==> config.mk <==
export PLATFORM = sky130hd
export DESIGN_NAME = multi_phy_mac_tx_rx_controller
export DESIGN_NICKNAME = d
export VERILOG_FILES = /design/src/hw/rtl/mpmac_pkg.sv /design/src/hw/rtl/mpmac_ctl.sv /design/src/hw/rtl/mpmac_dp.sv /design/src/hw/rtl/multi_phy_mac_tx_rx_controller.sv
export SDC_FILE = /design/constraint.sdc
export NUM_CORES = 1
export LEC_CHECK = 0
export ABC_AREA = 0
export CORE_MARGIN = 2
export CORE_UTILIZATION = 36
export CTS_CLUSTER_DIAMETER = 40
export DETAILED_ROUTE_END_ITERATION = 16
export DONT_BUFFER_PORTS = 1
export GPL_ROUTABILITY_DRIVEN = 0
export SLEW_MARGIN = 20
export SYNTH_ARGS = -nofsm -noshare
export SYNTH_HDL_FRONTEND = slang
export SYNTH_SLANG_ARGS = --single-unit
==> constraint.sdc <==
create_clock -name clk -period 7.1 [get_ports clk]
set_clock_uncertainty 0.1 [all_clocks]
set_input_delay 0.71 -clock clk [delete_from_list [all_inputs] [get_ports clk]]
set_output_delay 0.71 -clock clk [all_outputs]
set_load 0.02 [all_outputs]
==> src/hw/rtl/mpmac_pkg.sv <==
// Shared types, codes and defaults of the multi-link MAC transmit/receive controller.
package mpmac_pkg;

    localparam int QUEUE_DEPTH_DEF = 16;
    localparam int HANDLE_BITS_DEF = 16;

    localparam logic [15:0] BCAST_ADDR_RESET = 16'hFFFF;

    localparam logic [1:0] REG_SEND_LINK   = 2'd0;
    localparam logic [1:0] REG_OWN_ADDRESS = 2'd1;
    localparam logic [1:0] REG_BCAST_ADDR  = 2'd2;

    typedef enum logic [1:0] {
        CMD_PACKET   = 2'd0,
        CMD_TX_END   = 2'd1,
        CMD_RX_START = 2'd2,
        CMD_RX_END   = 2'd3
    } cmd_t;

    typedef enum logic [1:0] {
        MODE_IDLE = 2'd0,
        MODE_TX   = 2'd1,
        MODE_RX   = 2'd2,
        MODE_RXTX = 2'd3
    } mode_t;

    typedef enum logic [1:0] {
        ACT_SEND    = 2'd0,
        ACT_DELIVER = 2'd1,
        ACT_DROP    = 2'd2,
        ACT_REFUSE  = 2'd3
    } act_t;

    typedef struct packed {
        logic load;
        logic exec;
        logic sel_second;
        logic last_beat;
    } dp_ctrl_t;

    typedef struct packed {
        logic any_result;
        logic two_results;
    } dp_stat_t;

endpackage

==> src/hw/rtl/mpmac_ctl.sv <==
// Sequencer of the MAC controller: accept, update, then zero, one or two result beats.
module mpmac_ctl (
    input  logic                 clk,
    input  logic                 rst_n,
    input  logic                 start,
    output logic                 busy,
    output logic                 strobe,
    output mpmac_pkg::dp_ctrl_t  ctrl,
    input  mpmac_pkg::dp_stat_t  stat
);
    import mpmac_pkg::*;

    typedef enum logic [1:0] {
        S_IDLE = 2'd0,
        S_EXEC = 2'd1,
        S_RES1 = 2'd2,
        S_RES2 = 2'd3
    } state_t;

    state_t state_reg;
    logic   busy_reg;
    logic   strobe_reg;
    logic   two_reg;

    assign busy   = busy_reg;
    assign strobe = strobe_reg;

    always_comb
    begin
        ctrl.load       = start && !busy_reg;
        ctrl.exec       = (state_reg == S_EXEC);
        ctrl.sel_second = (state_reg == S_RES2);
        ctrl.last_beat  = (state_reg == S_RES2) || !two_reg;
    end

    always_ff @(posedge clk or negedge rst_n)
    begin
        if (!rst_n)
        begin
            state_reg  <= S_IDLE;
            busy_reg   <= 1'b0;
            strobe_reg <= 1'b0;
            two_reg    <= 1'b0;
        end
        else
        begin
            unique case (state_reg)
                S_IDLE:
                begin
                    if (start)
                    begin
                        state_reg <= S_EXEC;
                        busy_reg  <= 1'b1;
                    end
                end
                S_EXEC:
                begin
                    two_reg <= stat.two_results;
                    if (stat.any_result)
                    begin
                        state_reg  <= S_RES1;
                        strobe_reg <= 1'b1;
                    end
                    else
                    begin
                        state_reg <= S_IDLE;
                        busy_reg  <= 1'b0;
                    end
                end
                S_RES1:
                begin
                    if (two_reg)
                    begin
                        state_reg <= S_RES2;
                    end
                    else
                    begin
                        state_reg  <= S_IDLE;
                        strobe_reg <= 1'b0;
                        busy_reg   <= 1'b0;
                    end
                end
                S_RES2:
                begin
                    state_reg  <= S_IDLE;
                    strobe_reg <= 1'b0;
                    busy_reg   <= 1'b0;
                end
                default:
                begin
                    state_reg <= S_IDLE;
                end
            endcase
        end
    end

    a_strobe_busy: assert property (@(posedge clk) disable iff (!rst_n)
        strobe_reg |-> busy_reg)
        else $error("result beat outside a busy window");

    a_accept_busy: assert property (@(posedge clk) disable iff (!rst_n)
        (start && !busy_reg) |=> (busy_reg && !strobe_reg))
        else $error("accepted command did not enter update");

    a_second_beat: assert property (@(posedge clk) disable iff (!rst_n)
        (state_reg == S_RES2) |-> ($past(strobe_reg) && $past(two_reg)))
        else $error("second beat without a preceding first beat");

endmodule

==> src/hw/rtl/mpmac_dp.sv <==
// Datapath of the MAC controller: config registers, handle FIFO, mode and collision state.
module mpmac_dp #(
    parameter int QUEUE_DEPTH = mpmac_pkg::QUEUE_DEPTH_DEF,
    parameter int HANDLE_BITS = mpmac_pkg::HANDLE_BITS_DEF
) (
    input  logic                              clk,
    input  logic                              rst_n,
    input  mpmac_pkg::dp_ctrl_t               ctrl,
    output mpmac_pkg::dp_stat_t               stat,
    input  logic                              cfg_wr_en,
    input  logic [1:0]                        cfg_addr,
    input  logic [15:0]                       cfg_data,
    input  logic [1:0]                        cmd,
    input  logic [HANDLE_BITS-1:0]            packet_handle,
    input  logic [7:0]                        source_link,
    input  logic                              frame_error,
    input  logic [15:0]                       dest_address,
    output logic [1:0]                        action,
    output logic [HANDLE_BITS-1:0]            out_handle,
    output logic [7:0]                        tx_link,
    output logic [1:0]                        mode_after,
    output logic [$clog2(QUEUE_DEPTH+1)-1:0]  queue_level,
    output logic [15:0]                       collision_count,
    output logic                              last
);
    import mpmac_pkg::*;

    localparam int PTR_W = (QUEUE_DEPTH > 1) ? $clog2(QUEUE_DEPTH) : 1;
    localparam int CNT_W = $clog2(QUEUE_DEPTH + 1);
    localparam logic [CNT_W-1:0] DEPTH_C  = CNT_W'(QUEUE_DEPTH);
    localparam logic [PTR_W-1:0] LAST_PTR = PTR_W'(QUEUE_DEPTH - 1);
    localparam logic [15:0]      COLL_MAX = 16'hFFFF;

    logic [HANDLE_BITS-1:0] mem [QUEUE_DEPTH];

    logic [7:0]       send_link_reg;
    logic [15:0]      own_addr_reg;
    logic [15:0]      bcast_reg;
    mode_t            mode_reg;
    logic [7:0]       rx_link_reg;
    logic [PTR_W-1:0] rd_ptr_reg;
    logic [PTR_W-1:0] wr_ptr_reg;
    logic [CNT_W-1:0] count_reg;
    logic [15:0]      coll_reg;

    cmd_t                   cmd_q_reg;
    logic [HANDLE_BITS-1:0] handle_q_reg;
    logic [7:0]             src_q_reg;
    logic                   ferr_q_reg;
    logic [15:0]            dest_q_reg;
    act_t                   act0_reg;
    logic                   bypass_reg;
    logic [HANDLE_BITS-1:0] mem_rd_reg;

    logic             push;
    logic             refuse;
    logic             drop;
    logic             good_rx;
    logic             good_rxtx;
    logic             bad;
    logic             try_send;
    logic             send;
    logic             collide;
    mode_t            mode_sent;
    mode_t            mode_unsent;
    mode_t            mode_next;
    act_t             act0;
    logic [CNT_W-1:0] count_next;
    logic             differs;

    function automatic logic [PTR_W-1:0] ptr_inc(input logic [PTR_W-1:0] p);
        ptr_inc = (p == LAST_PTR) ? '0 : p + PTR_W'(1);
    endfunction

    always_comb
    begin
        differs   = (rx_link_reg != send_link_reg);
        push      = (cmd_q_reg == CMD_PACKET) && (count_reg != DEPTH_C);
        refuse    = (cmd_q_reg == CMD_PACKET) && (count_reg == DEPTH_C);
        bad       = ferr_q_reg || (src_q_reg != rx_link_reg) ||
                    ((dest_q_reg != own_addr_reg) && (dest_q_reg != bcast_reg));
        drop      = (cmd_q_reg == CMD_RX_END) && bad;
        good_rx   = (cmd_q_reg == CMD_RX_END) && !bad && (mode_reg == MODE_RX);
        good_rxtx = (cmd_q_reg == CMD_RX_END) && !bad && (mode_reg == MODE_RXTX);
        collide   = (cmd_q_reg == CMD_RX_START) && (mode_reg == MODE_TX) &&
                    (src_q_reg == send_link_reg);

        try_send    = 1'b0;
        mode_sent   = mode_reg;
        mode_unsent = mode_reg;
        case (cmd_q_reg)
            CMD_PACKET:
            begin
                if (mode_reg == MODE_IDLE)
                begin
                    try_send    = 1'b1;
                    mode_sent   = MODE_TX;
                    mode_unsent = MODE_IDLE;
                end
                else if ((mode_reg == MODE_RX) && differs)
                begin
                    try_send    = 1'b1;
                    mode_sent   = MODE_RXTX;
                    mode_unsent = MODE_RX;
                end
            end
            CMD_TX_END:
            begin
                if (mode_reg == MODE_TX)
                begin
                    try_send    = 1'b1;
                    mode_sent   = MODE_TX;
                    mode_unsent = MODE_IDLE;
                end
                else if ((mode_reg == MODE_RXTX) && differs)
                begin
                    try_send    = 1'b1;
                    mode_sent   = MODE_RXTX;
                    mode_unsent = MODE_RX;
                end
            end
            CMD_RX_END:
            begin
                if (good_rx)
                begin
                    try_send    = 1'b1;
                    mode_sent   = MODE_TX;
                    mode_unsent = MODE_IDLE;
                end
            end
            default:
            begin
                try_send = 1'b0;
            end
        endcase

        send = try_send && ((count_reg != '0) || push);

        if (cmd_q_reg == CMD_RX_START)
        begin
            if (mode_reg == MODE_IDLE)
                mode_next = MODE_RX;
            else if (mode_reg == MODE_TX)
                mode_next = (src_q_reg != send_link_reg) ? MODE_RXTX : MODE_IDLE;
            else
                mode_next = mode_reg;
        end
        else if (good_rxtx)
            mode_next = MODE_TX;
        else if (try_send)
            mode_next = send ? mode_sent : mode_unsent;
        else
            mode_next = mode_reg;

        count_next = count_reg + CNT_W'(push) - CNT_W'(send);

        if (refuse)
            act0 = ACT_REFUSE;
        else if (drop)
            act0 = ACT_DROP;
        else if (good_rx || good_rxtx)
            act0 = ACT_DELIVER;
        else
            act0 = ACT_SEND;

        stat.any_result  = refuse || drop || good_rx || good_rxtx || send;
        stat.two_results = (refuse || good_rx || good_rxtx) && send;
    end

    always_ff @(posedge clk or negedge rst_n)
    begin
        if (!rst_n)
        begin
            send_link_reg <= '0;
            own_addr_reg  <= '0;
            bcast_reg     <= BCAST_ADDR_RESET;
            mode_reg      <= MODE_IDLE;
            rx_link_reg   <= '0;
            rd_ptr_reg    <= '0;
            wr_ptr_reg    <= '0;
            count_reg     <= '0;
            coll_reg      <= '0;
        end
        else
        begin
            if (cfg_wr_en)
            begin
                unique case (cfg_addr)
                    REG_SEND_LINK:   send_link_reg <= cfg_data[7:0];
                    REG_OWN_ADDRESS: own_addr_reg  <= cfg_data;
                    REG_BCAST_ADDR:  bcast_reg     <= cfg_data;
                    default:         ;
                endcase
            end
            if (ctrl.exec)
            begin
                mode_reg  <= mode_next;
                count_reg <= count_next;
                if (push)
                    wr_ptr_reg <= ptr_inc(wr_ptr_reg);
                if (send)
                    rd_ptr_reg <= ptr_inc(rd_ptr_reg);
                if (cmd_q_reg == CMD_RX_START)
                    rx_link_reg <= src_q_reg;
                if (collide && (coll_reg != COLL_MAX))
                    coll_reg <= coll_reg + 16'd1;
            end
        end
    end

    always_ff @(posedge clk)
    begin
        if (ctrl.load)
        begin
            cmd_q_reg    <= cmd_t'(cmd);
            handle_q_reg <= packet_handle;
            src_q_reg    <= source_link;
            ferr_q_reg   <= frame_error;
            dest_q_reg   <= dest_address;
        end
        if (ctrl.exec)
        begin
            if (push)
                mem[wr_ptr_reg] <= handle_q_reg;
            mem_rd_reg <= mem[rd_ptr_reg];
            bypass_reg <= (count_reg == '0);
            act0_reg   <= act0;
        end
    end

    logic                   send_beat;
    logic [HANDLE_BITS-1:0] head;

    always_comb
    begin
        head            = bypass_reg ? handle_q_reg : mem_rd_reg;
        send_beat       = ctrl.sel_second || (act0_reg == ACT_SEND);
        action          = ctrl.sel_second ? ACT_SEND : act0_reg;
        out_handle      = send_beat ? head : handle_q_reg;
        tx_link         = send_beat ? send_link_reg : 8'd0;
        mode_after      = mode_reg;
        queue_level     = count_reg;
        collision_count = coll_reg;
        last            = ctrl.last_beat;
    end

endmodule

==> src/hw/rtl/multi_phy_mac_tx_rx_controller.sv <==
// Top level of the multi-link MAC transmit/receive controller.
//
// Usage: drive cmd and its fields with start high while busy is low; that edge takes
// the event. Events: queue an outgoing packet handle, transmit ended, receive
// started on a link, receive ended (with error flag, link and destination).
// Results come out as beats marked by strobe, each present for exactly one cycle,
// with last set on the final beat of the event; there is no back-pressure.
// An event yields zero, one or two beats (refuse or deliver, then start transmit).
// Sequence: the cycle after the accepting edge updates state and reads the FIFO head
// from its registered memory port; beats follow one per cycle. An event holds busy
// through its update and its beats, so a new event is taken only after its last beat.
// mode_after, queue_level and collision_count show the state after the whole event.
// Config: cfg_wr_en writes cfg_data into register cfg_addr (0 send link, 1 own
// address, 2 broadcast address); index 3 is ignored. Write only while busy is low.
// Reset clears mode, FIFO pointers and count, collision counter, receive link and
// config (broadcast address to all ones); FIFO storage is not cleared.
module multi_phy_mac_tx_rx_controller #(
    parameter int QUEUE_DEPTH = mpmac_pkg::QUEUE_DEPTH_DEF,
    parameter int HANDLE_BITS = mpmac_pkg::HANDLE_BITS_DEF
) (
    input  logic                              clk,
    input  logic                              rst_n,
    input  logic                              start,
    output logic                              busy,
    input  logic                              cfg_wr_en,
    input  logic [1:0]                        cfg_addr,
    input  logic [15:0]                       cfg_data,
    input  logic [1:0]                        cmd,
    input  logic [HANDLE_BITS-1:0]            packet_handle,
    input  logic [7:0]                        source_link,
    input  logic                              frame_error,
    input  logic [15:0]                       dest_address,
    output logic                              strobe,
    output logic [1:0]                        action,
    output logic [HANDLE_BITS-1:0]            out_handle,
    output logic [7:0]                        tx_link,
    output logic [1:0]                        mode_after,
    output logic [$clog2(QUEUE_DEPTH+1)-1:0]  queue_level,
    output logic [15:0]                       collision_count,
    output logic                              last
);
    import mpmac_pkg::*;

    dp_ctrl_t ctrl;
    dp_stat_t stat;

    mpmac_ctl u_ctl (
        .clk    (clk),
        .rst_n  (rst_n),
        .start  (start),
        .busy   (busy),
        .strobe (strobe),
        .ctrl   (ctrl),
        .stat   (stat)
    );

    mpmac_dp #(
        .QUEUE_DEPTH (QUEUE_DEPTH),
        .HANDLE_BITS (HANDLE_BITS)
    ) u_dp (
        .clk             (clk),
        .rst_n           (rst_n),
        .ctrl            (ctrl),
        .stat            (stat),
        .cfg_wr_en       (cfg_wr_en),
        .cfg_addr        (cfg_addr),
        .cfg_data        (cfg_data),
        .cmd             (cmd),
        .packet_handle   (packet_handle),
        .source_link     (source_link),
        .frame_error     (frame_error),
        .dest_address    (dest_address),
        .action          (action),
        .out_handle      (out_handle),
        .tx_link         (tx_link),
        .mode_after      (mode_after),
        .queue_level     (queue_level),
        .collision_count (collision_count),
        .last            (last)
    );

endmodule
# [Word level (Yosys, flattened, before mapping)]
# Memory sizes are Yosys's and may differ from the RTL's. A register that Yosys moved wholly into a read port is not among the register bits.
# Cells that the tools add are included.
[totals] inputBits=65 elab_cells=154 output_inout_bits=52 memories=1 reg_bits=130 ramBits=256
[memory_table] memory="u_dp.mem" words=16 word_bits=16 rd=1 rd_ports_with_merged_regs=1 write_ports=1 line_no="mpmac_dp.sv:34" text="logic [HANDLE_BITS-1:0] mem [QUEUE_DEPTH];"
[op_classes] reduce_logical=51 n_eq_ne=30 n_mux=46 add_sub_neg=5
[ops] op="2-bit two-way mux" count=21
[ops] op="16-bit two-way mux" count=2
[ops] op="16-bit != test" count=2
[ops] op="8-bit != test" count=3
[ops] op="16-bit by 1-bit adder with 16-bit output (second input constant)" count=1
[ops] op="16-bit != test (second input constant)" count=1
[ops] op="1-bit logical AND" count=15
[ops] op="2-bit == test (second input constant)" count=7
[ops] op="1-bit two-way mux" count=14
[ops] op="2-bit AND reduction" count=7
[ops] op="1-bit logical OR" count=12
[ops] op="2-bit one-hot mux with 3 select lines" count=2
[ops] op="2-bit zero test" count=5
[ops] op="5-bit nonzero test" count=2
[ops] op="4-bit by 1-bit adder with 4-bit output (second input constant)" count=2
[ops] op="2-bit by 1-bit == test with 1-bit output (second input constant)" count=4
[ops] op="4-bit == test (second input constant)" count=2
[ops] op="8-bit == test" count=1
[ops] op="4-bit two-way mux" count=2
[ops] op="8-bit two-way mux" count=1
[ops] op="2-bit one-hot mux with 4 select lines" count=1
[ops] op="7-bit AND reduction" count=1
[ops] op="2-bit != test (second input constant)" count=3
[ops] op="1-bit one-hot mux with 3 select lines" count=2
[ops] op="15 further kinds" count=19

# [Longest topological paths before layout]
[depth] depth_word=13 mapped_depth=18 ltp_nobuf=18

# [Cells and area by module]
# From an unflattened synthesis, not the netlist that was laid out.
[unflattened] hier_cells=871 hier_area_um2=16419.5
[modules_own_cells] module="mpmac_dp" n_inst=1 area_per_inst_um2=16173.0 seq_area_each_um2=11546.1 cells_per_inst=851
[modules_own_cells] module="mpmac_ctl" n_inst=1 area_per_inst_um2=246.5 seq_area_each_um2=125.1 cells_per_inst=20

# [Worst setup path after synthesis]
# Ideal clock, no wire load.
[synth_path] path_kind="reg-to-reg" startpoint="reg u_dp.bcast_reg[5]" endpoint="reg u_dp.count_reg[4], in the netlist u_dp.queue_level[4]" path_stages_with_launch=18 path_slack_ns=3.700 path_buffers=0 setup_ns=0.132 required_time_ns=6.868 t_arrival_ns=3.168 period_less_slack_ns=3.400 path_cell_list="dfstp_2 -> xnor2_1 -> nand4_1 -> nor4_2 -> o2111ai_2 -> a221oi_4 -> ha_1 -> inv_1 -> ha_1 -> inv_1 -> fa_1 -> inv_1 -> a21oi_1 -> nor2_1 -> nor2_1 -> xnor2_1 -> nand2_1 -> xnor2_1"
[synth_between] elab_chain_len=10
[synth_lines] element="start: declaration" line_no="mpmac_dp.sv:38" text="logic [15:0] bcast_reg;"
[synth_lines] element="start signal: assignment" line_no="mpmac_dp.sv:191" text="REG_BCAST_ADDR: bcast_reg <= cfg_data;"
[synth_lines] element="16-bit != test" line_no="mpmac_dp.sv:81" text="((dest_q_reg != own_addr_reg) && (dest_q_reg != bcast_reg));"
[synth_lines] element="1-bit logical AND" line_no="mpmac_dp.sv:81"
[synth_lines] element="1-bit logical OR" line_no="mpmac_dp.sv:80" text="bad = ferr_q_reg || (src_q_reg != rx_link_reg) ||"
[synth_lines] element="1-bit zero test" line_no="mpmac_dp.sv:83" text="good_rx = (cmd_q_reg == CMD_RX_END) && !bad && (mode_reg == MODE_RX);"
[synth_lines] element="1-bit logical AND (2 in series)" line_no="mpmac_dp.sv:83"
[synth_lines] element="1-bit two-way mux" line_no="mpmac_dp.sv:124" text="if (good_rx)"
[synth_lines] element="1-bit one-hot mux with 3 select lines" line_no="mpmac_dp.sv:91" text="case (cmd_q_reg)"
[synth_lines] element="1-bit logical AND" line_no="mpmac_dp.sv:137" text="send = try_send && ((count_reg != '0) || push);"
[synth_lines] element="5-bit by 1-bit subtractor with 5-bit output" line_no="mpmac_dp.sv:155" text="count_next = count_reg + CNT_W'(push) - CNT_W'(send);"
[synth_lines] element="end signal: assignment" line_no="mpmac_dp.sv:198" text="count_reg <= count_next;"
[synth_lines] element="end: declaration" line_no="mpmac_dp.sv:43" text="logic [CNT_W-1:0] count_reg;"
# No other way between the ends.
# A chain may end at the register's enable or synchronous reset.

# [Worst setup path in the final report]
[layout_path] startpoint="reg u_dp.dest_q_reg[14]" endpoint="reg u_dp.count_reg[4], in the netlist u_dp.queue_level[4]"
[layout_between] elab_chain_len=10 elab_cells_between_ends=11 cone_classes="add/sub (1); eq/ne (2); mux (2); reduce/logical (6)"
[layout_lines] element="start: declaration" line_no="mpmac_dp.sv:50" text="logic [15:0] dest_q_reg;"
[layout_lines] element="start signal: assignment" line_no="mpmac_dp.sv:219" text="dest_q_reg <= dest_address;"
[layout_lines] element="16-bit != test" line_no="mpmac_dp.sv:81"
[layout_lines] element="1-bit logical AND (*)" line_no="mpmac_dp.sv:81"
[layout_lines] element="1-bit logical OR (*)" line_no="mpmac_dp.sv:80"
[layout_lines] element="1-bit zero test (*)" line_no="mpmac_dp.sv:83"
[layout_lines] element="1-bit logical AND (*) (2 in series)" line_no="mpmac_dp.sv:83"
[layout_lines] element="1-bit two-way mux (*)" line_no="mpmac_dp.sv:124"
[layout_lines] element="1-bit one-hot mux with 3 select lines (*)" line_no="mpmac_dp.sv:91"
[layout_lines] element="1-bit logical AND (*)" line_no="mpmac_dp.sv:137"
[layout_lines] element="5-bit by 1-bit subtractor with 5-bit output (*)" line_no="mpmac_dp.sv:155"
# Mark *: on every way between the ends. The rest lies on a longest branch, timed or not.

==> results.py <==
metrics = {
    "grt": {
        "grt_pass1_vias": 8966,
        "overflow": 0,
        "grt_max_degree": 85,
        "grt.total_usage_pct": 15.2,
        "grt_pass1_wl_microns": 54400,
        "antenna_found_initial": 6,
    },
    "timing": {
        "slew_headroom_pct": 23.7,
        "period_needed_ns": 3.81,
        "worstMarginPinSlew_ns": 1.14,
        "rsz0062_at_grt": "no",
        "clock.fmax_mhz": 263,
        "final.setup.tns_ns": 0,
        "drv_slew": 0,
        "finalSetupViolations": 0,
        "timing.final.crit_share_pct": 53.6,
        "hold_viol_final": 0,
    },
    "clock_network": {
        "numCtsBuffers": 45,
        "cts_sinks": 402,
        "root_buffer": "clkbuf_16",
        "post_cts_resized": 0,
        "insertion_delay_ns": 0.54,
        "cts_max_level": 2,
        "cts_tree": "done",
        "cts.path.max_buffers": 3,
        "clk_pin_slew_ns": 0.06,
    },
    "layout": {
        "largest_register_ffs": 256,
        "top_register": "u_dp.mem",
        "fill_cells": 4113,
        "layout_common_cells": "318 x edfxtp_1, 78 x mux2_2, 67 x dfrtp_1",
        "stdcell_area_sq_um": 18900,
        "finalNetCount": 1095,
        "layout_commonest_cell": "edfxtp_1",
        "area_growth_pct": 13.7,
        "layout-drive-gt1-share_pct": 21.8,
    },
    "route": {
        "drt_wl_total_microns": 35500,
        "post_drt_wl_per_cell_microns": 21.5,
        "met1Wirelength_microns": 15500,
        "ant_nets": 0,
        "firstDrtPassIters": 5,
        "routed_via_density": 5.12,
        "drc_errors": 0,
        "drt_iter0_drc": 577,
        "wl_met3_microns": 2220,
        "top_layer_used": "met5",
        "met2_length_microns": 17000,
        "num_vias": 8440,
    },
    "pwr": {
        "power_leakage_nw": 6.50,
        "power_mw": 7.16,
        "powerDensity_nw_per_um2": 380,
        "vdd_ir_drop_max_v": 0.000287,
    },
    "place": {
        "portBuffers": 0,
        "dp_hpwl_microns": 21400,
        "placed_area_sq_um": 17300,
    },
    "critical_path": {
        "reg2reg_depth": 17,
        "worstSetupStartpoint": "u_dp.dest_q_reg[14]",
        "path_class": "reg2reg",
        "path_max_fanout": 7,
        "end_kind": "flop",
        "timing.rr.end": "u_dp.queue_level[4]",
        "rr_startpoint": "u_dp.dest_q_reg[14]",
        "arrival_ns": 4.12,
        "cp_slowest_stage_delay_ns": 0.50,
        "critical_path.cell_chain": "xnor2_1 -> nand4_1 -> nor4_2 -> o2111ai_2 -> a221oi_4 -> ha_1 -> inv_1 -> ha_1 -> inv_1 -> fa_1 -> inv_1 -> a21oi_1 -> nor2_1 -> nor2_1 -> xnor2_1 -> nand2_1 -> xnor2_1",
        "endpoint": "u_dp.queue_level[4]",
        "cp.required_ns": 7.41,
        "crit_slowest_cell": "a221oi_4",
        "cp-start-kind": "flop",
        "reg2reg_slack_ns": 3.29,
    },
    "synthesis": {
        "synthFlopType": "edfxtp_1",
        "yosys_warnings": 0,
        "synth.distinct_cells": 51,
        "synth_top_family_by_area": "multiplexers",
        "synthAdderAreaFrac_pct": 1.33,
        "syn_inst": 992,
        "ys_seq_area_share_pct": 70.4,
        "ys_async_sr_fraction_pct": 20.9,
        "synth_area_sq_um": 16600,
        "synth.mux.area_fraction_pct": 13.0,
        "synth_fp_nets": 1074,
        "synth_xor_area_share_pct": 4.07,
        "synth-simple-area-share_pct": 5.28,
        "ys_seq_elements": 402,
        "synth_edf_count": 318,
        "synth_area_per_cell_sq_um": 16.7,
        "synth-compound-area-share_pct": 4.62,
    },
    "floorplan": {
        "initial_utilization_pct": 36.5,
        "die_height_microns": 219,
        "chipWidth_microns": 219,
        "dieArea_sq_um": 47800,
        "core-area_sq_um": 45500,
        "rows": 78,
        "pin_count": 117,
    },
    "run_status": {
        "status": "complete, no violations",
    },
    "hold_path": {
        "hold_class": "in2reg",
    },
    "run": {
        "maxCapViolations": 0,
    },
}
## per-stage QoR
| step | cells | worst slack [ns] | utilization (%) | hold WS [ns] |
|---|---|---|---|---|
| final | 1649 | 3.29 | 41.5 | 0.156 |
| after global routing | 1648 | 2.93 | 41.5 | 0.130 |
| after CTS | 1648 | 3.24 | 41.5 | 0.124 |
| after detailed placement | 1564 | 3.26 | 38.0 | 0.317 |
| after global placement | 1564 | 3.32 | 38.0 | 0.317 |
| after floorplan | 992 | 3.70 | - | 0.314 |
## critical path, delay by kind of cell, from the launching register on
family,cells,cell delay [ns]
AOI/OAI and AO/OA,3,0.83
xor gates and xnor gates,3,0.49
adders and majority gates,3,0.87
buffers and inverters,3,0.17
DFF,1,0.41
and+or+nand+nor,5,0.80
## kinds of logic (layout without fill, tap and decap cells)
family	Yosys count	in the layout
other	0	1
and+or+nand+nor	160	160
buffers and inverters	56	112
AOI/OAI and AO/OA	115	115
DFF	402	402
muxes	165	165
xor gates and xnor gates	77	77
adders and majority gates	17	17
## cells in the mapped netlist (8+ instances only)
master    instances  area share (%)
a21oi_1          26            0.78
a221oi_1         16            0.84
a22oi_1          17            0.77
and2_1           32             1.2
buf_2             8            0.24
clkbuf_1         26            0.59
dfrtp_1          68              10
dfstp_2          16             2.5
edfxtp_1        318              58
ha_1             16             1.2
inv_1            17            0.38
mux2_2           78             5.3
mux2i_1          53             3.2
mux4_2           32             4.3
nand2_1          59             1.3
nand3_1          15            0.45
nand4_1          12            0.45
nor2_1            9            0.20
o21ai_0          40             1.2
xnor2_1          65             3.4
xor2_1           12            0.63
## layer usage
layer / track usage, % / up-vias
met5: 0 / -
met3: 4.31 / 63
li1: - / 3856
met2: 25.0 / 218
met1: 19.4 / 4295
met4: 4.46 / 8
## area by class of cell
cell class	count	area (sq um)	share of cell area, %
antenna	1	2.50	0.0133
tap	600	751	3.98
clock buffer	58	1210	6.44
sequential	402	11700	61.9
clock inverter	24	308	1.63
timing repair buffer	13	120	0.637
multi-input combinational	534	4730	25.1
inverter	17	63.8	0.338
## worst min path at each step
stage	from	end	slack [ns]	cells after the start
floorplan	rst_n	u_ctl.busy	0.31	0
global placement	rst_n	u_dp.collision_count[3]	0.32	0
detailed placement	rst_n	u_dp.collision_count[11]	0.32	0
CTS	dest_address[7]	u_dp.dest_q_reg[7]	0.12	0
global route	packet_handle[11]	u_dp.handle_q_reg[11]	0.13	0
finish	packet_handle[11]	u_dp.handle_q_reg[11]	0.16	0
## report_power, final
part	switching [mW]	total [mW]	internal, mW	leakage, nW
Sequential	0.370	3.25	2.88	3.90
Combinational	0.825	1.55	0.723	1.86
Clock	0.928	2.37	1.44	0.739
Total	2.12	7.16	5.04	6.50
## what timing repair did
| item | in CTS | in global routing |
|---|---|---|
| endpoints found under the hold margin | 84 | 0 |
| hold buffers | 2 | 0 |
| setup buffers | 0 | 0 |
Power figures use the tool's default switching activity.
